[config.mk]
export PLATFORM = sky130hd
export DESIGN_NAME = dual_quaternion_multiply_flat
export DESIGN_NICKNAME = d
export VERILOG_FILES = /design/src/rtl/dqm_pkg.sv /design/src/rtl/dqm_if.sv /design/src/rtl/dqm_mac.sv /design/src/rtl/dqm_seq.sv /design/src/rtl/dual_quaternion_multiply.sv /design/src/flat_wrapper.sv
export SDC_FILE = /design/constraint.sdc
export NUM_CORES = 2
export LEC_CHECK = 0
export BUFFER_PORTS_ARGS = -buffer_cell sky130_fd_sc_hd__buf_4
export CAP_MARGIN = 20
export CORE_ASPECT_RATIO = 0.8
export CORE_MARGIN = 1.5
export CORE_UTILIZATION = 30
export DETAILED_ROUTE_END_ITERATION = 6
export PLACE_DENSITY_LB_ADDON = 0.05
export SETUP_SLACK_MARGIN = 0.05
export SLEW_MARGIN = 0
export SYNTH_ARGS = -nofsm -noshare
export SYNTH_HDL_FRONTEND = slang
export SYNTH_SLANG_ARGS = --single-unit
[constraint.sdc]
create_clock -name i_clk -period 14.05 [get_ports i_clk]
set_input_delay 1.405 -clock i_clk [delete_from_list [all_inputs] [get_ports i_clk]]
set_output_delay 1.405 -clock i_clk [all_outputs]
set_load 0.005 [all_outputs]
[src/rtl/dqm_pkg.sv]
// shared types, codes and term table of the dual quaternion multiplier
package dqm_pkg;

    localparam int FRAC_BITS_DEF = 16;
    localparam int VAL_W         = 32;
    localparam int OPW           = VAL_W + 1;
    localparam int PROD_W        = 2 * OPW;

    localparam logic [1:0] OP_LOAD_A  = 2'd0;
    localparam logic [1:0] OP_LOAD_B  = 2'd1;
    localparam logic [1:0] OP_COMPUTE = 2'd2;

    localparam logic [2:0] MODE_AB    = 3'd0;
    localparam logic [2:0] MODE_ABA   = 3'd1;
    localparam logic [2:0] MODE_CONJ  = 3'd2;
    localparam logic [2:0] MODE_DUAL  = 3'd3;
    localparam logic [2:0] MODE_QCONJ = 3'd4;

    localparam logic [2:0] SLOT_LAST = 3'd7;

    // one byte per term: [7] used, [6] subtract, [5:3] left index, [2:0] right index
    // eight terms per component, component rows in slot order
    localparam logic [7:0] TERM_TAB [64] = '{
        8'h80, 8'hC9, 8'hD2, 8'hDB, 8'h00, 8'h00, 8'h00, 8'h00,
        8'h81, 8'h88, 8'h93, 8'hDA, 8'h00, 8'h00, 8'h00, 8'h00,
        8'h82, 8'h90, 8'hCB, 8'h99, 8'h00, 8'h00, 8'h00, 8'h00,
        8'h83, 8'h98, 8'h8A, 8'hD1, 8'h00, 8'h00, 8'h00, 8'h00,
        8'hA0, 8'h84, 8'hB9, 8'h8F, 8'hF2, 8'h96, 8'hAB, 8'hDD,
        8'hA8, 8'h85, 8'hB1, 8'hCE, 8'hBA, 8'h97, 8'hE3, 8'h9C,
        8'hB0, 8'h86, 8'hE9, 8'h8D, 8'hA2, 8'hD4, 8'hBB, 8'h9F,
        8'hB8, 8'h87, 8'hCC, 8'hE1, 8'hD5, 8'hEA, 8'hDE, 8'hF3
    };

    // components of A negated in the right-hand factor of a sandwich
    function automatic logic [7:0] dqm_neg_mask(input logic [2:0] mode);
        logic [7:0] mask;
        case (mode)
            MODE_CONJ:  mask = 8'h7E;
            MODE_DUAL:  mask = 8'hF0;
            MODE_QCONJ: mask = 8'h8E;
            default:    mask = 8'h00;
        endcase
        return mask;
    endfunction

    typedef struct packed {
        logic       valid;
        logic [2:0] comp;
        logic [2:0] term;
        logic       second;
        logic       last_pass;
        logic [2:0] mode;
    } t_issue;

    typedef struct packed {
        logic       valid;
        logic       neg;
        logic       first;
        logic       last;
        logic [2:0] comp;
        logic       last_pass;
    } t_mac_ctl;

    typedef struct packed {
        logic                    valid;
        logic [2:0]              comp;
        logic                    last_pass;
        logic signed [VAL_W-1:0] value;
    } t_mac_res;

endpackage

[src/rtl/dqm_if.sv]
// valid/ready channel interfaces for input items and result items
interface dqm_in_if;
    logic        valid;
    logic        ready;
    logic [1:0]  opcode;
    logic [2:0]  slot;
    logic signed [31:0] value;
    logic [2:0]  mode;

    modport source (output valid, output opcode, output slot, output value, output mode,
                    input ready);
    modport sink   (input valid, input opcode, input slot, input value, input mode,
                    output ready);
endinterface

interface dqm_out_if;
    logic        valid;
    logic        ready;
    logic [2:0]  out_slot;
    logic signed [31:0] out_value;
    logic        last;

    modport source (output valid, output out_slot, output out_value, output last,
                    input ready);
    modport sink   (input valid, input out_slot, input out_value, input last,
                    output ready);
endinterface

[src/rtl/dqm_mac.sv]
// shared multiply, floor shift, accumulate and saturate unit
module dqm_mac import dqm_pkg::*; #(
    parameter int FRAC_BITS = FRAC_BITS_DEF
) (
    input  logic                  i_clk,
    input  logic                  i_rst_n,
    input  t_mac_ctl              i_ctl,
    input  logic signed [OPW-1:0] i_op_p,
    input  logic signed [OPW-1:0] i_op_q,
    output t_mac_res              o_res
);

    localparam int ACC_W = PROD_W - FRAC_BITS + 3;
    localparam logic signed [ACC_W-1:0] SAT_MAX =
        {{(ACC_W - VAL_W + 1){1'b0}}, {(VAL_W - 1){1'b1}}};
    localparam logic signed [ACC_W-1:0] SAT_MIN =
        {{(ACC_W - VAL_W + 1){1'b1}}, {(VAL_W - 1){1'b0}}};

    logic signed [PROD_W-1:0] r_prod;
    t_mac_ctl                 r_ctl;
    logic signed [ACC_W-1:0]  r_acc;

    logic signed [PROD_W-1:0] w_shift;
    logic signed [ACC_W-1:0]  w_term;
    logic signed [ACC_W-1:0]  n_acc;
    logic signed [VAL_W-1:0]  w_sat;

    // arithmetic shift of the exact product is the floor
    assign w_shift = r_prod >>> FRAC_BITS;
    assign w_term  = r_ctl.neg ? -w_shift[ACC_W-1:0] : w_shift[ACC_W-1:0];
    assign n_acc   = (r_ctl.first ? ACC_W'(0) : r_acc) + w_term;

    always_comb begin
        if (n_acc > SAT_MAX) begin
            w_sat = SAT_MAX[VAL_W-1:0];
        end else if (n_acc < SAT_MIN) begin
            w_sat = SAT_MIN[VAL_W-1:0];
        end else begin
            w_sat = n_acc[VAL_W-1:0];
        end
    end

    always_ff @(posedge i_clk) begin
        r_prod <= PROD_W'(i_op_p) * PROD_W'(i_op_q);
        if (r_ctl.valid) begin
            r_acc <= n_acc;
        end
        if (!i_rst_n) begin
            r_ctl <= '0;
        end else begin
            r_ctl <= i_ctl;
        end
    end

    assign o_res.valid     = r_ctl.valid && r_ctl.last;
    assign o_res.comp      = r_ctl.comp;
    assign o_res.last_pass = r_ctl.last_pass;
    assign o_res.value     = w_sat;

endmodule

[src/rtl/dqm_seq.sv]
// sequencer: term issue over one or two passes, then result emission
module dqm_seq import dqm_pkg::*; (
    input  logic       i_clk,
    input  logic       i_rst_n,
    input  logic       i_in_valid,
    input  logic [1:0] i_opcode,
    input  logic [2:0] i_mode,
    output logic       o_in_ready,
    input  logic       i_wb_done,
    input  logic       i_out_ready,
    output logic       o_out_valid,
    output logic [2:0] o_out_slot,
    output t_issue     o_issue
);

    typedef enum logic [1:0] {S_IDLE, S_RUN, S_WAIT, S_EMIT} t_state;

    t_state     r_state;
    logic [5:0] r_cnt;
    logic       r_pass;
    logic [2:0] r_mode;
    logic [2:0] r_slot;

    always_ff @(posedge i_clk) begin
        if (!i_rst_n) begin
            r_state <= S_IDLE;
            r_cnt   <= '0;
            r_pass  <= 1'b0;
            r_mode  <= MODE_AB;
            r_slot  <= '0;
        end else begin
            case (r_state)
                S_IDLE: begin
                    if (i_in_valid && i_opcode == OP_COMPUTE) begin
                        r_state <= S_RUN;
                        r_cnt   <= '0;
                        r_pass  <= 1'b0;
                        if (i_mode inside {MODE_ABA, MODE_CONJ, MODE_DUAL, MODE_QCONJ}) begin
                            r_mode <= i_mode;
                        end else begin
                            r_mode <= MODE_AB;
                        end
                    end
                end
                S_RUN: begin
                    r_cnt <= r_cnt + 6'd1;
                    if (&r_cnt) begin
                        if (!r_pass && r_mode != MODE_AB) begin
                            r_pass <= 1'b1;
                        end else begin
                            r_state <= S_WAIT;
                        end
                    end
                end
                S_WAIT: begin
                    if (i_wb_done) begin
                        r_state <= S_EMIT;
                        r_slot  <= '0;
                    end
                end
                S_EMIT: begin
                    if (i_out_ready) begin
                        if (r_slot == SLOT_LAST) begin
                            r_state <= S_IDLE;
                        end else begin
                            r_slot <= r_slot + 3'd1;
                        end
                    end
                end
                default: begin
                    r_state <= S_IDLE;
                end
            endcase
        end
    end

    assign o_in_ready  = (r_state == S_IDLE);
    assign o_out_valid = (r_state == S_EMIT);
    assign o_out_slot  = r_slot;

    assign o_issue.valid     = (r_state == S_RUN);
    assign o_issue.comp      = r_cnt[5:3];
    assign o_issue.term      = r_cnt[2:0];
    assign o_issue.second    = r_pass;
    assign o_issue.last_pass = r_pass || (r_mode == MODE_AB);
    assign o_issue.mode      = r_mode;

endmodule

[src/rtl/dual_quaternion_multiply.sv]
// top level: operand stores, term operand selection and result buffer
// Dual quaternion multiplier with sandwich modes, signed fixed point with FRAC_BITS
// fraction bits. Load items (opcode load A / load B) write one of the eight
// components of operand A or B and are taken back to back while the block is idle;
// they produce no result. A compute item forms P = A*B and, for modes 1 to 4, then
// P*X, X being A with the mode's components negated (none in mode 1); modes 5
// to 7 act as mode 0. Each component is the sum of up to eight products, each
// floored after the fraction shift, and the sum saturates to 32 bits; a sandwich
// feeds the saturated P into the second product. All products go through one
// 33x33 multiplier, one term per cycle, eight term slots per component. A compute
// holds the input side for one product pass (mode 0) or two (sandwich modes) and
// the pipeline drain, then hands out the eight result items in slot order, last
// set on slot 7, one per cycle while the sink takes them. Items are accepted again
// once the eighth result has been taken. Operand components read before they were
// ever written give undefined results.
module dual_quaternion_multiply import dqm_pkg::*; #(
    parameter int FRAC_BITS = FRAC_BITS_DEF
) (
    input  logic        i_clk,
    input  logic        i_rst_n,
    dqm_in_if.sink      i_in,
    dqm_out_if.source   o_out
);

    // operand stores, intermediate product and result buffer
    logic signed [VAL_W-1:0] r_a [8];
    logic signed [VAL_W-1:0] r_b [8];
    logic signed [VAL_W-1:0] r_p [8];
    logic signed [VAL_W-1:0] r_r [8];

    t_issue     w_issue;
    t_mac_ctl   w_ctl;
    t_mac_res   w_res;
    logic       w_wb_done;
    logic       w_accept;
    logic [2:0] w_out_slot;

    // term decode
    logic [7:0] w_tab;
    logic       w_use;
    logic       w_neg;
    logic [2:0] w_pi;
    logic [2:0] w_qi;
    logic [7:0] w_mask;
    logic signed [OPW-1:0] w_a_p;
    logic signed [OPW-1:0] w_a_q;
    logic signed [OPW-1:0] w_op_p;
    logic signed [OPW-1:0] w_op_q;

    assign w_accept = i_in.valid && i_in.ready;

    dqm_seq u_seq (
        .i_clk       (i_clk),
        .i_rst_n     (i_rst_n),
        .i_in_valid  (i_in.valid),
        .i_opcode    (i_in.opcode),
        .i_mode      (i_in.mode),
        .o_in_ready  (i_in.ready),
        .i_wb_done   (w_wb_done),
        .i_out_ready (o_out.ready),
        .o_out_valid (o_out.valid),
        .o_out_slot  (w_out_slot),
        .o_issue     (w_issue)
    );

    // table entry for the current component and term slot
    assign w_tab  = TERM_TAB[{w_issue.comp, w_issue.term}];
    assign w_use  = w_tab[7];
    assign w_neg  = w_tab[6];
    assign w_pi   = w_tab[5:3];
    assign w_qi   = w_tab[2:0];
    assign w_mask = dqm_neg_mask(w_issue.mode);

    // A components widened so that negating the most negative value stays exact
    assign w_a_p = {r_a[w_pi][VAL_W-1], r_a[w_pi]};
    assign w_a_q = {r_a[w_qi][VAL_W-1], r_a[w_qi]};

    always_comb begin
        if (!w_use) begin
            // empty term slot of a real part contributes zero
            w_op_p = '0;
            w_op_q = '0;
        end else if (w_issue.second) begin
            // second pass: P times A with the mode's sign pattern
            w_op_p = {r_p[w_pi][VAL_W-1], r_p[w_pi]};
            w_op_q = w_mask[w_qi] ? -w_a_q : w_a_q;
        end else begin
            w_op_p = w_a_p;
            w_op_q = {r_b[w_qi][VAL_W-1], r_b[w_qi]};
        end
    end

    assign w_ctl.valid     = w_issue.valid;
    assign w_ctl.neg       = w_neg;
    assign w_ctl.first     = (w_issue.term == 3'd0);
    assign w_ctl.last      = &w_issue.term;
    assign w_ctl.comp      = w_issue.comp;
    assign w_ctl.last_pass = w_issue.last_pass;

    dqm_mac #(
        .FRAC_BITS (FRAC_BITS)
    ) u_mac (
        .i_clk   (i_clk),
        .i_rst_n (i_rst_n),
        .i_ctl   (w_ctl),
        .i_op_p  (w_op_p),
        .i_op_q  (w_op_q),
        .o_res   (w_res)
    );

    // the final component of the final pass lands in the result buffer
    assign w_wb_done = w_res.valid && w_res.last_pass && (w_res.comp == SLOT_LAST);

    // store writes: loads from the input side, component sums from the unit;
    // a second pass reads component 7 of P only after its first four components,
    // long after the first pass wrote it
    always_ff @(posedge i_clk) begin
        if (w_accept && i_in.opcode == OP_LOAD_A) begin
            r_a[i_in.slot] <= i_in.value;
        end
        if (w_accept && i_in.opcode == OP_LOAD_B) begin
            r_b[i_in.slot] <= i_in.value;
        end
        if (w_res.valid) begin
            if (w_res.last_pass) begin
                r_r[w_res.comp] <= w_res.value;
            end else begin
                r_p[w_res.comp] <= w_res.value;
            end
        end
    end

    // result side reads the buffer at the emission counter
    assign o_out.out_slot  = w_out_slot;
    assign o_out.out_value = r_r[w_out_slot];
    assign o_out.last      = (w_out_slot == SLOT_LAST);

`ifndef SYNTHESIS
    // no new item while results are being handed out
    a_emit_blocks_input: assert property (@(posedge i_clk) disable iff (!i_rst_n)
        o_out.valid |-> !i_in.ready)
        else $error("input ready while results pending");

    // a compute item closes the input side on the next cycle
    a_compute_busy: assert property (@(posedge i_clk) disable iff (!i_rst_n)
        (w_accept && i_in.opcode == OP_COMPUTE) |=> !i_in.ready)
        else $error("input ready right after compute");

    // last component written means emission starts at slot 0
    a_wb_then_emit: assert property (@(posedge i_clk) disable iff (!i_rst_n)
        w_wb_done |=> (o_out.valid && o_out.out_slot == 3'd0))
        else $error("emission did not start after final component");

    // taking the last result frees the input side
    a_last_frees_input: assert property (@(posedge i_clk) disable iff (!i_rst_n)
        (o_out.valid && o_out.ready && o_out.last) |=> i_in.ready)
        else $error("input not ready after last result");

    // the unit is never fed while results are handed out
    a_no_issue_in_emit: assert property (@(posedge i_clk) disable iff (!i_rst_n)
        w_issue.valid |-> !o_out.valid)
        else $error("term issued during emission");
`endif

endmodule

[src/flat_wrapper.sv]
// flat-port wrapper written by rule: the top's interface ports become plain ports
module dual_quaternion_multiply_flat import dqm_pkg::*;
#(
    parameter int FRAC_BITS = FRAC_BITS_DEF
)
  (i_clk, i_rst_n, i_in_valid, i_in_opcode, i_in_slot, i_in_value, i_in_mode, i_in_ready, o_out_valid, o_out_out_slot, o_out_out_value, o_out_last, o_out_ready);
  dqm_in_if i_in_i ();
  dqm_out_if o_out_i ();
  input  logic i_clk;
  input  logic i_rst_n;
  input wire logic [$bits(i_in_i.valid)-1:0] i_in_valid;
  input wire logic [$bits(i_in_i.opcode)-1:0] i_in_opcode;
  input wire logic [$bits(i_in_i.slot)-1:0] i_in_slot;
  input wire logic [$bits(i_in_i.value)-1:0] i_in_value;
  input wire logic [$bits(i_in_i.mode)-1:0] i_in_mode;
  output wire logic [$bits(i_in_i.ready)-1:0] i_in_ready;
  output wire logic [$bits(o_out_i.valid)-1:0] o_out_valid;
  output wire logic [$bits(o_out_i.out_slot)-1:0] o_out_out_slot;
  output wire logic [$bits(o_out_i.out_value)-1:0] o_out_out_value;
  output wire logic [$bits(o_out_i.last)-1:0] o_out_last;
  input wire logic [$bits(o_out_i.ready)-1:0] o_out_ready;
  assign i_in_i.valid = i_in_valid;
  assign i_in_i.opcode = i_in_opcode;
  assign i_in_i.slot = i_in_slot;
  assign i_in_i.value = i_in_value;
  assign i_in_i.mode = i_in_mode;
  assign i_in_ready = i_in_i.ready;
  assign o_out_valid = o_out_i.valid;
  assign o_out_out_slot = o_out_i.out_slot;
  assign o_out_out_value = o_out_i.out_value;
  assign o_out_last = o_out_i.last;
  assign o_out_i.ready = o_out_ready;
  dual_quaternion_multiply #(.FRAC_BITS(FRAC_BITS)) u_core (.i_clk(i_clk), .i_rst_n(i_rst_n), .i_in(i_in_i), .o_out(o_out_i));
endmodule
---- Word level (Yosys, flattened, before mapping) ----
Memory sizes are Yosys's and may differ from the RTL's. A register that Yosys moved wholly into a read port is not among the register bits.
Index checks and enable logic that the tools add are counted.
operators by class
  magnitude comparators ................... 4
  add/sub/neg operators ................... 5
  reduce and logical (&&, ||, !) cells .... 25
  eq/ne operators ......................... 22
  mux-type cells .......................... 44
  bitwise logic cells ..................... 1
  shift-type cells ........................ 0
  div/mod/pow operators ................... 0
  multiply operators ...................... 1
operators with widths
  kind                                                       number
  2-to-1 mux 33 bit                                          5
  2-to-1 mux 53 bit                                          2
  multiplier 33 x 33 -> 66 bit                               1
  2-to-1 mux 32 bit                                          2
  adder 53 bit                                               1
  > comparator 53 x 32 -> 1 bit (second input constant)      1
  < comparator 53 x 32 -> 1 bit (second input constant)      1
  negator 53 bit                                             1
  negator 32 -> 33 bit                                       1
  one-hot mux 8 bit (3 select lines)                         1
  2-to-1 mux 3 bit                                           6
  2-to-1 mux 8 bit                                           2
  2-to-1 mux 1 bit                                           14
  == test 3 x 2 -> 1 bit (second input constant)             4
  == test 3 bit (second input constant)                      4
  2-to-1 mux 2 bit                                           6
  one-hot mux 6 bit (2 select lines)                         1
  AND reduction 6 bit                                        2
  logical AND 1 bit                                          8
  != test 2 x 1 -> 1 bit (second input constant)             4
  != test 2 bit (second input constant)                      4
  one-hot mux 2 bit (4 select lines)                         1
  AND reduction 4 bit                                        2
  greater-or-equal comparator 7 bit (second input constant)  1
  20 further kinds                                           27
word-level totals
  memories ................................ 5
  memory bits (writable) .................. 1024
  output and inout port bits .............. 38
  bits in registers ....................... 142
  bits in latches ......................... 0
  bits in read-only memories .............. 512
  word-level logic and storage cells ...... 120
  input port bits ......................... 44
memories
  memory           words  bits a word  read ports  clocked after memory_dff  write ports  RTL line                        source
  (no name shown)  64     8            1           0                         0            dual_quaternion_multiply.sv:67  assign w_tab = TERM_TAB[{w_issue.comp, w_issue.term}];
  u_core.r_a       8      32           2           0                         1            dual_quaternion_multiply.sv:26  logic signed [VAL_W-1:0] r_a [8];
  u_core.r_b       8      32           1           0                         1            dual_quaternion_multiply.sv:27  logic signed [VAL_W-1:0] r_b [8];
  u_core.r_p       8      32           1           0                         1            dual_quaternion_multiply.sv:28  logic signed [VAL_W-1:0] r_p [8];
  u_core.r_r       8      32           1           1                         1            dual_quaternion_multiply.sv:29  logic signed [VAL_W-1:0] r_r [8];

---- Longest topological paths before layout ----
  depth after elaboration ................. 10
  depth in mapped cells ................... 50
  mapped depth without buffers ............ 47

---- Cells and area by module ----
Synthesis repeated with hierarchy kept, for this count alone.
second synthesis, totals
  cells, all modules ...................... 8365
  area total of the unflattened synthesis .. 92492.5 um^2
modules (own cells, without submodules)
  module                    times used  cells an instance  area an instance (um^2)  sequential area each (um^2)
  dqm_mac                   1           4970               45951.6                  2752.6
  dual_quaternion_multiply  1           3307               45732.6                  30749.5
  dqm_seq                   1           88                 808.3                    300.3

---- Worst setup path before layout ----
No wires, ideal clock.
  path kind ............................... register to register
  from .................................... register u_core.u_seq.r_cnt[0]
  to ...................................... register u_core.u_mac.r_prod[58]
  cell stages (with the launch flop) ...... 49
  clock period less this slack ............ 11.602 ns
  path buffers ............................ 3
  arrival ................................. 11.530 ns
  setup slack ............................. 2.448 ns
  setup time .............................. 0.072 ns
  required time ........................... 13.978 ns
  cells stage by stage .................... dfxtp_1 -> inv_1 -> ha_1 -> and4b_1 -> o31ai_1 -> buf_2 -> buf_1 -> mux2i_1 -> mux2i_1 -> mux2i_1 -> nand3_1 -> nor4_1 -> nand3_1 -> inv_1 -> a21oi_1 -> xnor2_1 -> a21oi_1 -> nor2_1 -> [13 not listed] -> fa_1 -> fa_1 -> ha_1 -> a21oi_1 -> o21ai_0 -> a21oi_1 -> o21bai_1 -> a21o_1 -> a21o_1 -> a221o_1 -> a31oi_1 -> o32ai_1 -> a211oi_2 -> o31ai_1 -> a21oi_1 -> o21ai_1 -> a311oi_1 -> xnor2_1
on the way
  cells in the longest elaborated chain, start to end .. 10
  elaborated cells between the ends (all ways) .. 16
  those cells by class .................... 1 x add/sub; 1 x mul; 9 x mux; 1 x bitwise; 4 x memory
ends and longest elaborated chain
  item                                                                                       RTL line                        source
  start: declaration                                                                         dqm_seq.sv:19                   logic [5:0] r_cnt;
  start signal: assignment                                                                   dqm_seq.sv:46                   r_cnt <= r_cnt + 6'd1;
  inverter 6 -> 7 bit (not written as such) *                                                dual_quaternion_multiply.sv:67
  memory read (64 x 8 bit) *                                                                 n/a
  2-to-1 mux 8 bit (not written as such) * (2 in a row)                                      dual_quaternion_multiply.sv:67
  memory read (8 x 32 bit) / binary-select mux 1 bit (select 3 bit) (equally long branches)  n/a
  negator 32 -> 33 bit / 2-to-1 mux 1 bit (equally long branches)                            dual_quaternion_multiply.sv:86  w_op_q = w_mask[w_qi] ? -w_a_q : w_a_q;
  2-to-1 mux 33 bit                                                                          dual_quaternion_multiply.sv:86
  2-to-1 mux 33 bit                                                                          dual_quaternion_multiply.sv:83  end else if (w_issue.second) begin
  2-to-1 mux 33 bit                                                                          dual_quaternion_multiply.sv:79  if (!w_use) begin
  multiplier 33 x 33 -> 66 bit *                                                             dqm_mac.sv:44                   r_prod <= PROD_W'(i_op_p) * PROD_W'(i_op_q);
  end signal: assignment                                                                     dqm_mac.sv:44
  end: declaration                                                                           dqm_mac.sv:19                   logic signed [PROD_W-1:0] r_prod;
Mark *: on every way between the ends. The rest lies on a longest branch, timed or not. The select of a mux whose other input is x is not followed.
A chain may end at the register's enable or synchronous reset.

---- Final worst setup path ----
  from .................................... register u_core.u_seq.r_cnt[1]
  to ...................................... register u_core.u_mac.r_prod[63]
The elaborated chain is that of the path after synthesis.

==> impl_metrics.sql <==
INSERT INTO impl_metrics (metric_group, metric, value, unit) VALUES
('critical_path', 'cp_num_buf_inv', '15', ''),
('outcome', 'outcome', 'finished, final reports clean', ''),
('grt', 'first_global_vias', '65400', ''),
('synth', 'synth_warnings', '0', ''),
('timing', 'final_min_period_over_clock_period', '95.2', '%'),
('floorplanning', 'core_area', '295000', 'um^2'),
('detailed_routing', 'postRouteAntennaNets', '0', ''),
('critical_path', 'timing.critical_path.max_delay_family', 'adder cells', ''),
('synth', 'ys_dominant_reg_cell', 'sky130_fd_sc_hd__edfxtp_1', ''),
('layout', 'fin_nets', '9869', ''),
('clock_tree', 'cts_root_buffer', 'sky130_fd_sc_hd__clkbuf_16', ''),
('synth', 'synth.net_count', '9782', ''),
('synth', 'yosys.cell_count.top_type', 'sky130_fd_sc_hd__nand2_1', ''),
('clock_tree', 'cts.sinks', '1153', ''),
('synth', 'synth_async_sr_flop_share', '0', '%'),
('timing', 'setup_viol_count_final', '0', ''),
('placed_design', 'placedCellCount', '12200', ''),
('detailed_routing', 'initialDrtViolationCount', '5427', ''),
('floorplanning', 'die_y', '490', 'um'),
('detailed_routing', 'detailedRoute.firstPassIterationCount', '6', ''),
('synth', 'post_synth.cell_area_avg', '10.7', 'um^2'),
('placed_design', 'portBuffers', '81', ''),
('detailed_routing', 'vias', '62700', ''),
('critical_path', 'cp.arrival', '14.04', 'ns'),
('synth', 'synth_enable_flop_cells', '1077', ''),
('timing', 'setup_total_negative_slack', '0', 'ns'),
('synth', 'synth.cells.most_frequent', '1637 x sky130_fd_sc_hd__nand2_1, 1195 x sky130_fd_sc_hd__inv_1, 1122 x sky130_fd_sc_hd__fa_1', ''),
('timing', 'worst_slew_pin_slew', '1.21', 'ns'),
('critical_path', 'start_kind', 'register', ''),
('layout', 'fin_cells', '12500', ''),
('detailed_routing', 'avgRoutedWirePerCell', '27.3', 'um'),
('clock_tree', 'cts_buffer_depth', '4', ''),
('layout', 'area_used_by_multi_input_combinational_logic', '49900', 'um^2'),
('synth', 'synthDominantAreaCellType', 'sky130_fd_sc_hd__edfxtp_1', ''),
('synth', 'synth_cell_types', '97', ''),
('floorplanning', 'initial_utilization', '30.2', '%'),
('synth', 'netlist_instances', '8335', ''),
('timing', 'finalClockSkew', '0.0723', 'ns'),
('floorplanning', 'die-width', '612', 'um'),
('layout', 'layout.area.seq', '33900', 'um^2'),
('floorplanning', 'die_area', '300000', 'um^2'),
('run', 'cap_viol_max_count', '0', ''),
('clock_tree', 'cts.htree.levels', '4', ''),
('timing', 'slew_headroom', '18.7', '%'),
('detailed_routing', 'detail_route.vias_per_cell', '5.02', ''),
('clock_tree', 'clock_latency_on_the_worst_skew_pair', '0.80', 'ns'),
('critical_path', 'critical_path_required', '14.71', 'ns'),
('critical_path', 'critical_path.slowest_cell', 'sky130_fd_sc_hd__a211oi_4', ''),
('synth', 'synth_top_area_cells', 'sky130_fd_sc_hd__edfxtp_1 36%, sky130_fd_sc_hd__fa_1 25%, sky130_fd_sc_hd__nand2_1 6.9%', ''),
('critical_path', 'timing.critical_path.fanout_max', '45', ''),
('synth', 'synth_sequential_area_ratio', '38.0', '%'),
('synth', 'synth_top_area_share', '36.3', '%'),
('placed_design', 'post-place-ws', '0.139', 'ns'),
('placed_design', 'post-dp-hpwl', '249000', 'um'),
('layout', 'layout.cell_area.non_filler', '101000', 'um^2'),
('timing', 'final-max-slew-violation-count', '0', ''),
('clock_tree', 'cts_hold_repair.buffers', '0', ''),
('synth', 'total_standard_cell_area_after_synthesis', '89100', 'um^2'),
('detailed_routing', 'routed_wire_length', '341000', 'um'),
('critical_path', 'worst_path_largest_cell_delay', '0.79', 'ns'),
('placed_design', 'placedInstanceArea', '96400', 'um^2'),
('floorplanning', 'floorplan.io_pins', '82', ''),
('grt', 'grt_remaining_overflow', '0', ''),
('timing', 'final_number_of_hold_violating_endpoints', '0', ''),
('detailed_routing', 'detail_route.drc_violations', '0', ''),
('grt', 'grt_pass1_wl', '492000', 'um'),
('grt', 'antenna_found_initial', '32', ''),
('placed_design', 'gpl.final_weighted_congestion', '0.875', ''),
('layout', 'n_fill_cell', '29600', ''),
('clock_tree', 'clkTransAtPathRegs', '0.06', 'ns'),
('timing', 'worst_slack', '0.668', 'ns');
-- cells by family (layout without fill, tap and decap cells) --
family	count (synthesis)	after routing	share of synthesized area, %
xor+xnor	193	193	1.91
simple gates	2986	2986	14.7
flops	1153	1153	38.0
mux	232	232	3.57
other cells	0	6	0
compound gates	706	706	5.52
buf+inv	1662	1842	7.14
fa+ha+maj	1403	1403	29.2
-- flip-flops by register name, indices dropped and copies added (netlist names), named ones only --
name                     cells
u_core.u_seq.r_cnt           6
u_core.u_seq.r_mode          3
u_core.r_b                 256
u_core.r_p                 256
u_core.u_mac.r_acc          53
u_core.u_seq.r_pass          1
u_core.u_seq.r_state         2
u_core.u_mac.r_ctl           4
u_core.u_seq.o_out_slot      3
u_core.r_a                 256
u_core.r_r                 256
u_core.u_mac.o_res           4
u_core.u_mac.r_prod         50
-- worst min-delay path, delay by kind of cell (launching register included) --
family	cells	cell delay, ns
simple gates	1	0.07
flops	1	0.34
compound gates	1	0.10
-- placed cells by master, fill, tap and decap left out, types with 26 or more instances in the layout --
cell type / Yosys / routed
sky130_fd_sc_hd__nor2_4: 1 / 28
sky130_fd_sc_hd__clkbuf_16: 0 / 143
sky130_fd_sc_hd__nor3_1: 135 / 125
sky130_fd_sc_hd__o21ai_0: 96 / 90
sky130_fd_sc_hd__a31oi_1: 38 / 38
sky130_fd_sc_hd__nand2b_1: 52 / 52
sky130_fd_sc_hd__buf_4: 6 / 386
sky130_fd_sc_hd__a21o_1: 88 / 88
sky130_fd_sc_hd__and2_1: 49 / 50
sky130_fd_sc_hd__o21ai_2: 29 / 35
sky130_fd_sc_hd__nor4_1: 29 / 27
sky130_fd_sc_hd__a21oi_1: 145 / 138
sky130_fd_sc_hd__mux4_2: 65 / 65
sky130_fd_sc_hd__nand4_1: 31 / 31
sky130_fd_sc_hd__a211oi_1: 36 / 31
sky130_fd_sc_hd__nor2b_1: 83 / 83
sky130_fd_sc_hd__nor2_1: 321 / 275
sky130_fd_sc_hd__ha_1: 281 / 280
sky130_fd_sc_hd__mux2i_1: 130 / 129
sky130_fd_sc_hd__nand2_1: 1637 / 1637
sky130_fd_sc_hd__edfxtp_1: 1077 / 1077
sky130_fd_sc_hd__xnor2_1: 144 / 143
sky130_fd_sc_hd__clkinv_1: 1 / 27
sky130_fd_sc_hd__dfxtp_1: 76 / 69
sky130_fd_sc_hd__xor2_1: 48 / 48
sky130_fd_sc_hd__fa_1: 1122 / 1122
sky130_fd_sc_hd__inv_1: 1195 / 1195
sky130_fd_sc_hd__mux2_2: 37 / 37
sky130_fd_sc_hd__nand3_1: 499 / 499
sky130_fd_sc_hd__clkbuf_1: 336 / 26
sky130_fd_sc_hd__and3_1: 76 / 76
-- through the flow --
step	util (%)	hold WS, ns
floorplan	-	0.507
global placement	32.6	0.550
detailed placement	32.7	0.567
CTS	34.2	0.575
global route	34.2	0.612
finish	34.2	0.567
-- area by class of cell --
class	instances	share of cell area, %
timing repair buffer	410	3.28
multi-input combinational	5520	49.5
tap	3960	4.92
inverter	1197	4.46
clock buffer	176	3.74
antenna	6	0.0149
sequential	1153	33.6
clock inverter	59	0.487
-- layer usage --
metal | up-vias | GRT usage, % | wire length (um)
li1 | 27500 | - | -
met4 | 6 | 5.19 | 8500
met1 | 33000 | 34.6 | 168000
met2 | 1854 | 33.9 | 146000
met5 | - | 0 | 44
met3 | 327 | 3.01 | 18500
-- worst paths after layout --
kind,slack [ns],depth (start not counted),startpoint,to
setup / recovery,0.67,47,u_core.u_seq.r_cnt[1],u_core.u_mac.r_prod[63]
hold / removal,0.57,2,u_core.u_seq.o_out_slot[1],register
setup reg to reg,0.67,47,u_core.u_seq.r_cnt[1],u_core.u_mac.r_prod[63]
hold reg to reg,0.57,2,u_core.u_seq.o_out_slot[1],register
-- repair_timing --
action	4_1_cts	5_1_grt
endpoints found under the setup margin	1	19
pin swaps	0	1
endpoints found under the hold margin	0	0
resized for setup	1	20
Power is not shown: default switching activity piles up to over one toggle a cycle in this logic, so the estimate is an artifact.
